### config.mk
export PLATFORM = sky130hd
export DESIGN_NAME = iol_cell
export DESIGN_NICKNAME = d
export VERILOG_FILES = /design/src/design/iol_pkg.sv /design/src/design/iol_cell.sv
export SDC_FILE = /design/constraint.sdc
export NUM_CORES = 1
export LEC_CHECK = 0
export BUFFER_PORTS_ARGS = -buffer_cell sky130_fd_sc_hd__buf_4
export CORE_MARGIN = 4
export CORE_UTILIZATION = 41
export CTS_CLUSTER_DIAMETER = 120
export DETAILED_ROUTE_END_ITERATION = 7
export GPL_TIMING_DRIVEN = 1
export HOLD_SLACK_MARGIN = 0.06
export MAX_ROUTING_LAYER = met4
export PLACE_DENSITY = 0.89
export SYNTH_ARGS = -nofsm -noshare
export SYNTH_HDL_FRONTEND = slang
export SYNTH_SLANG_ARGS = --single-unit
### constraint.sdc
create_clock -name clk -period 7.92 [get_ports clk]
set_clock_uncertainty 0.15 [all_clocks]
set_input_delay 1.188 -clock clk [delete_from_list [all_inputs] [get_ports clk]]
set_output_delay 1.188 -clock clk [all_outputs]
set_load 0.005 [all_outputs]
### src/design/iol_pkg.sv
// ----------------------------------------------------------------------------
// iol_pkg: shared types and constants for the indexed ordered list
// Operation and status codes, the sequencer state, and the control bundle
// that the top level broadcasts to the entry cells.
// ----------------------------------------------------------------------------
package iol_pkg;

    localparam int WORD_W   = 32;
    localparam int POS_W    = 7;
    localparam int COUNT_W  = 7;
    localparam int STATUS_W = 2;
    localparam int MODE_W   = 3;
    localparam int GATHER_W = 32;   // cells folded into one gather register

    typedef enum logic [MODE_W-1:0] {
        MODE_READ      = 3'd0,
        MODE_INS_FRONT = 3'd1,
        MODE_INS_BACK  = 3'd2,
        MODE_DEL_FRONT = 3'd3,
        MODE_DEL_BACK  = 3'd4,
        MODE_CLEAR     = 3'd5
    } mode_t;

    typedef enum logic [STATUS_W-1:0] {
        STAT_OK    = 2'd0,
        STAT_RANGE = 2'd1,
        STAT_FULL  = 2'd2,
        STAT_EMPTY = 2'd3
    } status_t;

    typedef enum logic [1:0] {
        S_IDLE,
        S_GATHER,
        S_HOLD
    } state_t;

    typedef struct packed {
        logic rd_en;
        logic ins_en;
        logic del_en;
    } cell_ctrl_t;

endpackage

### src/design/iol_cell.sv
// ----------------------------------------------------------------------------
// iol_cell: one list entry
// Holds the word at a fixed list position. On insert, cells behind the slot
// take their front neighbor and the slot takes the new word; on delete, cells
// from the slot on take their back neighbor. Drives its word when read.
// ----------------------------------------------------------------------------
module iol_cell
    import iol_pkg::*;
#(
    parameter int IDX = 0,
    parameter int IW  = 6
)
(
    input  logic              clk,
    input  cell_ctrl_t        ctrl,
    input  logic [IW-1:0]     at,
    input  logic [WORD_W-1:0] word,
    input  logic [WORD_W-1:0] prev_word,
    input  logic [WORD_W-1:0] next_word,
    output logic [WORD_W-1:0] data,
    output logic [WORD_W-1:0] hit_word
);

    localparam logic [IW-1:0] MY_IDX = IW'(IDX);

    logic [WORD_W-1:0] data_reg;
    logic [WORD_W-1:0] data_next;

    always_comb
    begin
        data_next = data_reg;
        if (ctrl.ins_en)
        begin
            if (MY_IDX > at)
            begin
                data_next = prev_word;
            end
            else if (MY_IDX == at)
            begin
                data_next = word;
            end
        end
        else if (ctrl.del_en && (MY_IDX >= at))
        begin
            data_next = next_word;
        end
    end

    always_ff @(posedge clk)
    begin
        data_reg <= data_next;
    end

    assign data     = data_reg;
    assign hit_word = (ctrl.rd_en && (MY_IDX == at)) ? data_reg : '0;

endmodule

# == After elaboration in Yosys (flattened, before gate mapping) ==
# Index checks and enable logic that the tools add are counted.
# W data, S select, Z words.
# totals
register_bits,32
in_bits,106
output_inout_bits,64
word_cells,14
# classes
order_cmp,2
n_eq_ne,1
muxes,5
reduce_logical,5
# ops
op,n
$mux W32,5
$ge A1 B6 Y1 const A,1
$gt A1 B6 Y1 const A,1
$logic_not A6 Y1,1
$ne A3 B1 Y1 const B,1
$logic_and A1 B1 Y1,2
$reduce_and A2 Y1,1
$reduce_bool A2 Y1,1

# == Logic depth before layout (Yosys ltp) ==
# logic_depth
word_depth,4
ltp_mapped,4
ltp_nobuf,2

# == Worst setup path before layout ==
# No wires, ideal clock.
# synth_path
path_type,input to register
from,input port at[3]
to,"register data_reg[0] (netlist: data[0]), enable pin"
setup_ns,0.501
t_arrival_ns,4.957
t_required_ns,7.269
slack_ns,2.312
cell_stages,3
path_buffers,1
cell_sequence,or4_4 > buf_6 > nor4_1
# synth_via
elab_chain_len,4
elab_cells_between_ends,7
cone_classes,2 x order compare; 1 x eq/ne; 4 x reduce/logical
# synth_rtl
element,line_no,text
"start, declared",iol_cell.sv:16,"input logic [IW-1:0] at,"
$ge A1 B6 Y1,iol_cell.sv:43,else if (ctrl.del_en && (MY_IDX >= at))
$logic_and A1 B1 Y1,iol_cell.sv:43,
$reduce_bool A2 Y1 (no line),--,
$reduce_and A2 Y1 (no line) (*),--,
"end signal, assigned",iol_cell.sv:51,data_reg <= data_next;
"end, declared",iol_cell.sv:26,logic [WORD_W-1:0] data_reg;
# Every way passes the cells marked *; elsewhere a longest branch is shown, timed or not.
# A chain may end at the register's enable or synchronous reset.

# == Final worst setup path ==
# layout_path
from,input port at[3]
to,output port hit_word[31]
# layout_via
elab_chain_len,3
# layout_rtl
element,line_no,text
$logic_not A6 Y1,iol_cell.sv:55,assign hit_word = (ctrl.rd_en && (MY_IDX == at)) ? data_reg : '0;
$logic_and A1 B1 Y1,iol_cell.sv:55,
$mux W32,iol_cell.sv:55,
"end, declared",iol_cell.sv:21,output logic [WORD_W-1:0] hit_word
# Every way passes these cells.

==> impl_results.md <==
* Synth Area in Compound Gates at 0%
* Worst-path cell chain: buf_4, or4_4, nor4_1, buf_4
* Clock-pin slew on the worst setup and hold paths at about 60 ps
* DP Worst Slack at about 4000 ps
* Total wire length at 5.528 mm
* Syn nets at about 260
* Comb pwr share at 17.6%
* DRC at 0
* # IOs at 170
* Cell Area, Placed at around 3000 um^2
* RePlAce Congestion at 0.7257
* Post-synth EDFFs at 32
* Global-route usage over all layers at 19.13%
* CTS Sinks at 32
* Layout fillers at 385
* Layout cells sized above 1 at 74.73%
* Slowest cell on the critical path: or4_4
* Seq pwr share at 50.9%
* Final max-slew violation count at 0
* Synth Area in Simple Gates at roughly 28%
* Worst hold path depth at 2
* Crit path time final at 3930 ps
* Max FO, Critical Path at 33
* Adder-cell share of the synthesized area at 0%
* Worst-margin pin slew at 587.0 ps
* Seq/Total Area, Yosys at between 40% and 50%
* Cell count after synthesis at 150
* Initial DRT Pass Iterations at 4
* GR Util met1 at 20.96%
* Final setup fails at 0
* Part of the cycle the worst path needs at 49.63%
* Cts hold-fix bufs at 0
* Final worst slack at roughly 4000 ps
* Cell-internal power at 288.8 uW
* RSZ-0062 raised after global routing: no
* DP HPWL at 4.023 mm
* GRT Residual Overflow at 0
* Initial Util at 42.17%
* WP data arrival at 2590 ps
* Synth area leaders: edfxtp_1 48%, mux2_2 18%, nor4_2 17%
* Row cnt at 25
* Ys async rst share at 0%
* Root Driver: clkbuf_8
* Chip Width at a little under 80 um
* Yosys warnings at 0
* Main combinational cell family by area after synthesis: simple AND/OR/NAND/NOR gates
* Antenna-violating nets left at 0
* Switching power total at 84.87 uW
* Die area at 6037 um^2
* Area grow syn2layout at 54.77%
* Antenna fix cells at 0
* Chip height at 77.70 um
* WP data required at about 6600 ps
* Post-cts sizing count at 0
* Via count at 1691
* XOR/XNOR Fraction of Synth Area at 0%
* Critical Path End Type: output port
* Slew headroom at 60.87%
* Critical Path Most Common Cell: buf_4
* Initial antenna violation count at 0
* Max-Cap Viols at 0
* Setup TNS at 0 ps
* Max VDD drop at 0.09394 mV
* First-pass GRT wire length at 8.776 mm
* CP max stage delay at 810 ps
* Synth top area share at 48.24%
* PD cells at 121.2 nW/um^2
* Post-CTS Setup Inserts at 0
* IO buf count at 137
* Routed len/inst at ~16 um
* DR vias/cell at approximately 4.9
* Final Instance Area at 3083 um^2
* CTS tree: built
* Clock power share at 31.5%
* Sw Share at 22.71%
* 1st-iter DRT viols at 93
* Lkg Pwr at 0.001231 uW
* Worst hold path class: in -> reg
* # H-tree levels at 2
* Core area at 4723 um^2
* Fmax at 254.4 MHz
* Yosys reg bits at 32
* Total CTS buffers at 5
* Vias in the first global route at 1725
* Max reg flops at 32
* Mapped Area at between 1500 and 2000 um^2
* M3 GR Usage at under 10%
* Post-layout nets at about 380
* Status: complete, no violations
* Yosys top cell by area: edfxtp_1
* Number of failing hold endpoints at the final stage at 0
* Clk buf depth at 2
* Peak-usage layer in the global routing report: met2
* Multiplexer share of the synthesized area at 18.09%
* GR Util met2 at 33.73%
* Crit path kind: in -> out
* Ys flop type: edfxtp_1
* Syn Area/Cell at 13.28 um^2
* Cell variety after synth at 13
* Synth top cells by count: 32 x edfxtp_1, 32 x mux2_2, 32 x nand2_1
* Largest net degree at the start of global routing at 34
* CP Launch Type: primary input
## metrics by stage
| stage | utilization, % | std cells | hold WS, ps | power (uW) |
|---|---|---|---|---|
| final | 65.27 | 344 | 1063 | 373.7 |
| after detailed placement | 63.58 | 336 | 1345 | 260.7 |
| after CTS | 65.27 | 344 | 1053 | 378.5 |
| after global placement | 63.58 | 336 | 1342 | 258.5 |
| after floorplan | - | 150 | 1258 | 227.5 |
| after global routing | 65.27 | 344 | 1045 | 392.3 |
## layout by cell type (no fill, tap or decap)
cell type and n:
buf_4 138, mux2_2 32, nand2_1 32, edfxtp_1 32
nor4_2 28, clkbuf_8 5, nor4_4 3, nor4_1 2
clkbuf_1 2, or4_4 1, nor2_1 1, clkinv_1 1
## routing by layer
layer	routed length, um	share of wire [%]	vias to the layer above
met5	0	0	-
li1	-	-	814
met3	351	6.3	8
met2	3025	55	77
met1	2060	37	792
met4	90	1.6	0
## layout make-up
cell class,count,area (um^2),area share (%)
clock inverter,1,3.754,0.1218
sequential,32,960.9,31.17
timing repair buffer,138,1036,33.60
multi-input combinational,99,922.1,29.91
clock buffer,7,76.32,2.476
tap,67,83.83,2.719
## critical path, delay by kind of cell
family	cells	cell delay, ps
buf+inv	2	270
simple gates	2	1130
## final timing paths
kind              slack (ps)  startpoint           end
setup / recovery        3990       at[3]  hit_word[31]
hold / removal          1060     word[3]       data[3]
## power by group through the flow
stage               Sequential [uW]  Combinational (uW)  Clock (uW)
finish                          190                65.9         118
global route                    190                71.7         130
CTS                             190                67.0         121
detailed placement              194                66.8           0
global placement                194                64.8           0
floorplan                       194                33.4           0
## kinds of logic (layout without fill, tap and decap cells)
kind of cell | Yosys count | after routing
DFF | 32 | 32
muxes | 32 | 32
buffers and inverters | 19 | 146
and+or+nand+nor | 67 | 67
No activity file was read; power rests on OpenSTA's default activity.
